### src/sv/imuoc_pkg.sv
// ----------------------------------------------------------------------------
// imuoc_pkg
// Types, sizes and helpers shared by the IMU offset calibration block.
// ----------------------------------------------------------------------------
package imuoc_pkg;

  localparam int SAMPLE_COUNT_LOG2 = 8;
  localparam int SENSOR_COUNT      = 2;
  localparam int AXES              = 6;
  localparam int VAL_W             = 16;

  localparam int SAMPLE_COUNT = 1 << SAMPLE_COUNT_LOG2;
  // One guard bit above the widest possible sum keeps the sign-extension legal
  // even for a window of one sample.
  localparam int SUM_W  = VAL_W + SAMPLE_COUNT_LOG2 + 1;
  localparam int CNT_W  = (SAMPLE_COUNT_LOG2 > 0) ? SAMPLE_COUNT_LOG2 : 1;
  localparam int BANK_W = (SENSOR_COUNT > 1) ? $clog2(SENSOR_COUNT) : 1;
  localparam int OFS_W  = AXES * VAL_W;

  localparam logic ACT_CALIBRATE = 1'b0;
  localparam logic ACT_CORRECT   = 1'b1;
  localparam logic KIND_CORRECTED = 1'b0;
  localparam logic KIND_OFFSETS   = 1'b1;

  typedef logic signed [VAL_W-1:0] val_t;
  typedef val_t [AXES-1:0] axes_t;
  typedef logic signed [SUM_W-1:0] sum_t;
  typedef sum_t [AXES-1:0] sums_t;

  typedef struct packed {
    logic action;
    logic sensor;
    val_t accel_x;
    val_t accel_y;
    val_t accel_z;
    val_t gyro_x;
    val_t gyro_y;
    val_t gyro_z;
  } in_item_t;

  typedef struct packed {
    logic kind;
    logic sensor_out;
    val_t out_accel_x;
    val_t out_accel_y;
    val_t out_accel_z;
    val_t out_gyro_x;
    val_t out_gyro_y;
    val_t out_gyro_z;
  } out_item_t;

  function automatic axes_t item_axes(input in_item_t it);
    axes_t a;
    a[0] = it.accel_x;
    a[1] = it.accel_y;
    a[2] = it.accel_z;
    a[3] = it.gyro_x;
    a[4] = it.gyro_y;
    a[5] = it.gyro_z;
    return a;
  endfunction

  function automatic logic [BANK_W-1:0] bank_of(input logic sensor);
    logic [BANK_W-1:0] b;
    b = (SENSOR_COUNT > 1) ? BANK_W'(sensor) : '0;
    return b;
  endfunction

endpackage

### src/sv/imuoc_ram.sv
// ----------------------------------------------------------------------------
// imuoc_ram
// Generic single-write, single-read RAM with a registered read port.
// A read of the address being written returns the old contents.
// ----------------------------------------------------------------------------
module imuoc_ram #(
  parameter int WIDTH = 8,
  parameter int DEPTH = 2
) (
  input  logic                                   clk,
  input  logic                                   we,
  input  logic [((DEPTH > 1) ? $clog2(DEPTH) : 1)-1:0] waddr,
  input  logic [WIDTH-1:0]                       wdata,
  input  logic                                   re,
  input  logic [((DEPTH > 1) ? $clog2(DEPTH) : 1)-1:0] raddr,
  output logic [WIDTH-1:0]                       rdata
);

  logic [WIDTH-1:0] mem [DEPTH];

  always_ff @(posedge clk) begin
    if (we) begin
      mem[waddr] <= wdata;
    end
    if (re) begin
      rdata <= mem[raddr];
    end
  end

endmodule

### src/sv/imu_offset_calibrate_correct.sv
// ----------------------------------------------------------------------------
// imu_offset_calibrate_correct
// IMU bias averaging and offset removal for six-axis samples.
// ----------------------------------------------------------------------------
// Input items carry an action, a sensor index and six signed 16-bit readings.
// A calibration item adds its readings to six running sums; the item that
// completes a window of 2^SAMPLE_COUNT_LOG2 samples produces one result with
// kind set, holding the averages (truncated toward zero), which also become
// that sensor's stored offsets. Other calibration items produce no result.
// A correction item produces one result: its readings minus the sensor's
// offsets, wrapping at 16 bits.
//
// Offsets live in a small RAM, one 96-bit row per sensor. An item reads its
// row when accepted and its result is formed in the next cycle, then held in
// the output register. One item is accepted per cycle while the output is
// drained. An offset update followed directly by a correction of the same
// sensor is forwarded around the RAM's registered read.
//
// When out_stall is held, one result waits in the output register and one
// more in the compute stage; in_stall then rises. Reset clears the sums, the
// count and the per-row valid bits, so all offsets read as zero; no clearing
// pass is needed and items are taken from the first cycle after reset.
// ----------------------------------------------------------------------------
module imu_offset_calibrate_correct
  import imuoc_pkg::*;
(
  input  logic      clk,
  input  logic      rst_n,
  input  logic      in_valid,
  output logic      in_stall,
  input  in_item_t  in_data,
  output logic      out_valid,
  input  logic      out_stall,
  output out_item_t out_data
);

  // Accept side
  logic              in_acc;
  logic              in_done_win;
  logic              in_enter;
  logic [BANK_W-1:0] in_bank;
  axes_t             in_vals;
  sums_t             sum_add;

  // Calibration state
  sums_t             sums_r, sums_nxt;
  logic [CNT_W-1:0]  cnt_r, cnt_nxt;
  logic [SENSOR_COUNT-1:0] ofs_vld_r, ofs_vld_nxt;

  // Compute stage
  logic              s1_valid_r, s1_valid_nxt;
  logic              s1_kind_r;
  logic              s1_sensor_r;
  logic [BANK_W-1:0] s1_bank_r;
  axes_t             s1_vals_r;
  sums_t             s1_sums_r;
  logic              s1_ovld_r;
  logic              fwd_hit_r;
  axes_t             fwd_data_r;
  logic              s1_adv;
  axes_t             avg;
  axes_t             ofs;
  axes_t             res;
  logic [OFS_W-1:0]  ram_rdata;
  axes_t             ram_axes;

  // Output register
  logic              out_valid_r, out_valid_nxt;
  out_item_t         out_data_r;

  assign s1_adv   = s1_valid_r && (!out_valid_r || !out_stall);
  assign in_stall = s1_valid_r && !s1_adv;
  assign in_acc   = in_valid && !in_stall;

  assign in_bank     = bank_of(in_data.sensor);
  assign in_vals     = item_axes(in_data);
  assign in_done_win = (cnt_r == CNT_W'(SAMPLE_COUNT - 1));
  assign in_enter    = (in_data.action == ACT_CORRECT) || in_done_win;

  always_comb begin
    for (int i = 0; i < AXES; i++) begin
      sum_add[i] = sums_r[i] + {{(SUM_W-VAL_W){in_vals[i][VAL_W-1]}}, in_vals[i]};
    end
  end

  always_comb begin
    sums_nxt = sums_r;
    cnt_nxt  = cnt_r;
    if (in_acc && in_data.action == ACT_CALIBRATE) begin
      if (in_done_win) begin
        sums_nxt = '0;
        cnt_nxt  = '0;
      end else begin
        sums_nxt = sum_add;
        cnt_nxt  = cnt_r + CNT_W'(1);
      end
    end
  end

  always_comb begin
    s1_valid_nxt = s1_valid_r;
    if (in_acc && in_enter) begin
      s1_valid_nxt = 1'b1;
    end else if (s1_adv) begin
      s1_valid_nxt = 1'b0;
    end
  end

  // Averages: bias negative sums so the arithmetic shift truncates toward zero.
  always_comb begin
    sum_t adj;
    for (int i = 0; i < AXES; i++) begin
      adj    = s1_sums_r[i] + (s1_sums_r[i][SUM_W-1] ? SUM_W'(SAMPLE_COUNT - 1) : '0);
      avg[i] = VAL_W'(adj >>> SAMPLE_COUNT_LOG2);
    end
  end

  assign ram_axes = axes_t'(ram_rdata);

  always_comb begin
    for (int i = 0; i < AXES; i++) begin
      if (fwd_hit_r) begin
        ofs[i] = fwd_data_r[i];
      end else if (s1_ovld_r) begin
        ofs[i] = ram_axes[i];
      end else begin
        ofs[i] = '0;
      end
      res[i] = (s1_kind_r == KIND_OFFSETS) ? avg[i] : val_t'(s1_vals_r[i] - ofs[i]);
    end
  end

  always_comb begin
    ofs_vld_nxt = ofs_vld_r;
    if (s1_adv && s1_kind_r == KIND_OFFSETS) begin
      ofs_vld_nxt[s1_bank_r] = 1'b1;
    end
  end

  always_comb begin
    out_valid_nxt = out_valid_r;
    if (s1_adv) begin
      out_valid_nxt = 1'b1;
    end else if (!out_stall) begin
      out_valid_nxt = 1'b0;
    end
  end

  imuoc_ram #(
    .WIDTH (OFS_W),
    .DEPTH (SENSOR_COUNT)
  ) u_ofs_ram (
    .clk   (clk),
    .we    (s1_adv && s1_kind_r == KIND_OFFSETS),
    .waddr (s1_bank_r),
    .wdata (OFS_W'(avg)),
    .re    (in_acc),
    .raddr (in_bank),
    .rdata (ram_rdata)
  );

  always_ff @(posedge clk) begin
    if (!rst_n) begin
      sums_r      <= '0;
      cnt_r       <= '0;
      ofs_vld_r   <= '0;
      s1_valid_r  <= 1'b0;
      out_valid_r <= 1'b0;
    end else begin
      sums_r      <= sums_nxt;
      cnt_r       <= cnt_nxt;
      ofs_vld_r   <= ofs_vld_nxt;
      s1_valid_r  <= s1_valid_nxt;
      out_valid_r <= out_valid_nxt;
    end
  end

  always_ff @(posedge clk) begin
    if (in_acc && in_enter) begin
      s1_kind_r   <= (in_data.action == ACT_CORRECT) ? KIND_CORRECTED : KIND_OFFSETS;
      s1_sensor_r <= in_data.sensor;
      s1_bank_r   <= in_bank;
      s1_vals_r   <= in_vals;
      s1_sums_r   <= sum_add;
      // A row being written this very cycle is not seen by the RAM read.
      s1_ovld_r   <= ofs_vld_r[in_bank];
      fwd_hit_r   <= s1_adv && (s1_kind_r == KIND_OFFSETS) && (s1_bank_r == in_bank);
      fwd_data_r  <= avg;
    end
    if (s1_adv) begin
      out_data_r <= '{kind:        s1_kind_r,
                      sensor_out:  s1_sensor_r,
                      out_accel_x: res[0],
                      out_accel_y: res[1],
                      out_accel_z: res[2],
                      out_gyro_x:  res[3],
                      out_gyro_y:  res[4],
                      out_gyro_z:  res[5]};
    end
  end

  assign out_valid = out_valid_r;
  assign out_data  = out_data_r;

  // The input only stalls behind a result held in the compute stage.
  a_stall_needs_s1: assert property (@(posedge clk) disable iff (!rst_n)
    in_stall |-> s1_valid_r)
    else $error("in_stall raised with an empty compute stage");

  // The item that closes a window always restarts the count.
  a_window_restart: assert property (@(posedge clk) disable iff (!rst_n)
    (in_acc && in_data.action == ACT_CALIBRATE && in_done_win) |=> (cnt_r == '0))
    else $error("sample count not cleared after a full window");

  // A stored offset row is marked valid from the next cycle on.
  a_row_valid: assert property (@(posedge clk) disable iff (!rst_n)
    (s1_adv && s1_kind_r == KIND_OFFSETS) |=> ofs_vld_r[$past(s1_bank_r)])
    else $error("offset row not marked valid after its write");

  // Forwarded offsets always come from a write that has marked its row valid.
  a_fwd_row_valid: assert property (@(posedge clk) disable iff (!rst_n)
    (s1_valid_r && fwd_hit_r) |-> ofs_vld_r[s1_bank_r])
    else $error("offsets forwarded for a row that was never written");

  // Reset empties the pipeline.
  a_reset_empty: assert property (@(posedge clk)
    !rst_n |=> (!out_valid_r && !s1_valid_r))
    else $error("pipeline not empty after reset");

endmodule
### config.mk
export PLATFORM = sky130hd
export DESIGN_NAME = imu_offset_calibrate_correct
export DESIGN_NICKNAME = d
export VERILOG_FILES = /design/src/sv/imuoc_pkg.sv /design/src/sv/imuoc_ram.sv /design/src/sv/imu_offset_calibrate_correct.sv
export SDC_FILE = /design/constraint.sdc
export NUM_CORES = 1
export LEC_CHECK = 0
export ABC_AREA = 1
export BUFFER_PORTS_ARGS = -buffer_cell sky130_fd_sc_hd__buf_2
export CAP_MARGIN = 5
export CELL_PAD_IN_SITES_DETAIL_PLACEMENT = 1
export CELL_PAD_IN_SITES_GLOBAL_PLACEMENT = 2
export CORE_ASPECT_RATIO = 0.8
export CORE_MARGIN = 2
export CORE_UTILIZATION = 30
export CTS_BUF_LIST = sky130_fd_sc_hd__clkbuf_8
export CTS_CLUSTER_SIZE = 8
export DETAILED_ROUTE_END_ITERATION = 10
export HOLD_SLACK_MARGIN = 0.12
export PLACE_DENSITY_LB_ADDON = 0.1
export SLEW_MARGIN = 20
export SYNTH_ARGS = -nofsm -noshare
export SYNTH_HDL_FRONTEND = slang
export SYNTH_SLANG_ARGS = --single-unit
### constraint.sdc
create_clock -name clk -period 16.4 [get_ports clk]
set_input_delay 2.46 -clock clk [delete_from_list [all_inputs] [get_ports clk]]
set_output_delay 2.46 -clock clk [all_outputs]
set_load 0.01 [all_outputs]
==> impl_metrics.ini <==
[worst_setup_path]
critPathBufInv = 4
required_ns = 13.94
reg2reg_depth = 15
worst_setup_path_start_kind = primary input
cp_slowest_cell = buf_2
path_max_fanout = 3
critPathMaxStageDelay_ns = 0.13
critPathKind = primary input to primary output
worstPathCellList = buf_2 > nand2_1 > inv_2 > nand2_2 > inv_1 > buf_2
crit_arrival_ns = 2.94
cpMostUsedCell = buf_2
crit_family = buffers and inverters
reg2reg_to = out_data[79]
endpoint_kind = primary output
r2r_slack_ns = 11.98
reg2reg_from = fwd_hit_r

[synthesis]
ys_top_cells_by_count = nand2_1, inv_1, edfxtp_1, nand3_1, a21oi_1
syn-mean-instance-area_um2 = 8.474
syn-cell-area_um2 = 51260
synth_edf_count = 732
synthFlopType = edfxtp_1
synthCells = 6049
ys_ff_latch = 894
synth-seq-area-share_pct = 49.21
synth_nets = 6440
async_flop_share_pct = 0
synth_cell_type_count = 39
yosysWarnings = 0
synth.top_cell.area_share_pct = 42.88
yosysMostFrequentCell = nand2_1
synthTopCellsByArea = edfxtp_1, nand2_1, ha_1, dfxtp_1, inv_1
synth_largest_area_cell = edfxtp_1

[worst_hold_path]
hold_depth = 1
hold-path-endpoint = ofs_vld_r[0]
hold_path_startpoint = ofs_vld_r[0]
min_path_type = flop to flop

[detailed_routing]
drt_first_pass_iters = 5
ant_nets = 0
drc_errors = 0
wire_per_inst_um = 20.49
dr.first_iter.drc_count = 2309
wl_mm = 179.2
vias = 41460
viasPerCell = 4.743

[power]
vdd_ir_drop_max_mv = 0.08057
power_density_nw_per_um2 = 102.8
leakage_nw = 25.92

[clocking]
cts_tree = yes
clock_path_buffers = 3
clk_latency_ns = 0.91
cts_resized = 0
htree_levels = 4
postCtsSetupRepairBufs = 0
cts-root-buf = clkbuf_8
holdBufCountCts = 0
clk_transition_reported_paths_ns = 0.06
cts_buffers = 163
cts_sinks = 894

[placed_design]
io_buffers = 201
detailed_place_hpwl_mm = 136.4
gp_congestion = 0.8255
place_ws_ns = 10.12

[sta]
setup_viol_count_final = 0
hold_viol = 0
max_freq_mhz = 185.0
slew_headroom_pct = 32.60
period_needed_ns = 5.405
rsz0062_at_grt = no
tightest_slew_ns = 1.011
drv_slew = 0
finalSetupTns_ns = 0
finalCritPeriodShare_pct = 32.96
layout_setup_ws_ns = 11.00
fin_skew_ns = 0.05057

[global_routing]
antenna_found_initial = 10
grt_remaining_overflow = 0
gr-usage-all-layers_pct = 20.33
grt_pass1_vias = 42540
grt_first_pass_wirelength_mm = 269.0
grt_max_degree = 97

[die]
design.die.area_um2 = 174200
num_io_pins = 202
die_w_um = 466.2
die_h_um = 373.7
core_area_um2 = 169600
fp-row-count = 135
start_util_pct = 30.23

[flow_run]
max-cap-violations = 0

[cells_and_area]
syn2layout_area_growth_pct = 13.86
drive_gt1_share_pct = 9.416
finalNetCount = 6730

[outcome]
outcome = finished, final reports clean
-- state kept, by name, summed over array words and instances, names as in the netlist --
name and cells:
ofs_vld_r 2, fwd_hit_r 1, s1_kind_r 1, cnt_r 8, s1_ovld_r 1, out_data 98
s1_sums_r 150, out_valid 1, u_ofs_ram.mem 192, s1_bank_r 1, s1_vals_r 96, sums_r 150
fwd_data_r 96, s1_valid_r 1, u_ofs_ram.rdata 96
-- placed cells by master, fill, tap and decap left out, types with 4 or more instances in the layout --
cell type,synthesis,final
clkbuf_8,0,180
a21o_1,23,23
nor3_1,48,48
xnor2_1,6,6
nand2_1,2000,1999
o21bai_1,43,43
a31oi_1,8,8
clkinv_1,0,21
xor2_1,90,90
inv_6,0,4
bufinv_16,0,15
diode_2,0,4
buf_4,10,26
nor4_1,22,22
edfxtp_1,732,732
nor3b_1,8,8
or2_2,47,47
ha_1,277,277
nand3_1,445,445
inv_8,0,5
and2_1,139,139
nand4_1,65,65
dfxtp_1,162,162
mux2_2,96,96
nor2_1,354,351
nand3b_1,51,51
clkinv_2,0,14
a22oi_1,84,84
inv_1,750,809
fa_1,12,12
a22o_1,6,6
buf_2,23,200
o211ai_1,11,11
o21ai_0,90,90
a21oi_1,362,362
-- per-stage QoR --
| stage | total power, mW | util (%) | hold WS [ns] | cells | instance area (um2) |
|---|---|---|---|---|---|
| floorplan | 3.380 | - | 0.4244 | 6049 | 51260 |
| global placement | 3.755 | 32.38 | 0.4534 | 8434 | 54910 |
| detailed placement | 3.766 | 32.38 | 0.4577 | 8434 | 54910 |
| CTS | 6.101 | 34.41 | 0.4711 | 8738 | 58350 |
| global route | 6.316 | 34.41 | 0.4877 | 8741 | 58360 |
| finish | 6.001 | 34.42 | 0.4689 | 8742 | 58360 |
-- where the power goes --
part | total (mW) | internal (mW) | switching (mW)
logic | 1.03 | 0.316 | 0.717
registers | 2.67 | 2.61 | 0.0671
clock network | 2.29 | 1.25 | 1.04
-- metal layers --
layer | global-route usage, % | part of all wire, % | vias to the layer above
li1 | - | - | 20760
met3 | 2.879 | 3.3 | 186
met5 | 0 | 0.0045 | -
met4 | 4.054 | 1.6 | 2
met1 | 30.22 | 52 | 19950
met2 | 31.19 | 43 | 565
-- kinds of logic after synthesis --
kind of cell	after synthesis	share of synthesized area [%]
DFF	894	49.21
and+or+nand+nor	3186	26.38
AOI/OAI and AO/OA	631	7.032
muxes	96	2.109
adders and majority gates	289	7.230
buffers and inverters	857	6.405
xor gates and xnor gates	96	1.640
-- worst max path at each step --
stage	startpoint	to	cells past startpoint
6_report	out_stall	in_stall	6
5_1_grt	out_stall	fwd_data_r[47]	10
4_1_cts	out_stall	in_stall	6
3_5_place_dp	out_stall	s1_sums_r[50]	10
3_3_place_gp	out_stall	s1_sums_r[50]	10
2_1_floorplan	out_stall	fwd_data_r[0]	7
-- final cells by class --
cell class                      count  area [um2]
Antenna cell                        4       10.01
Multi-Input combinational cell   4298       22780
Sequential cell                   894       25220
Clock buffer                      180        2477
Timing Repair Buffer              227        1216
Fill cell                       20230      111200
Clock inverter                    124       970.9
Tap cell                         2260        2828
Inverter                          755        2854
Note: power is estimated with default switching activity, not from simulation.
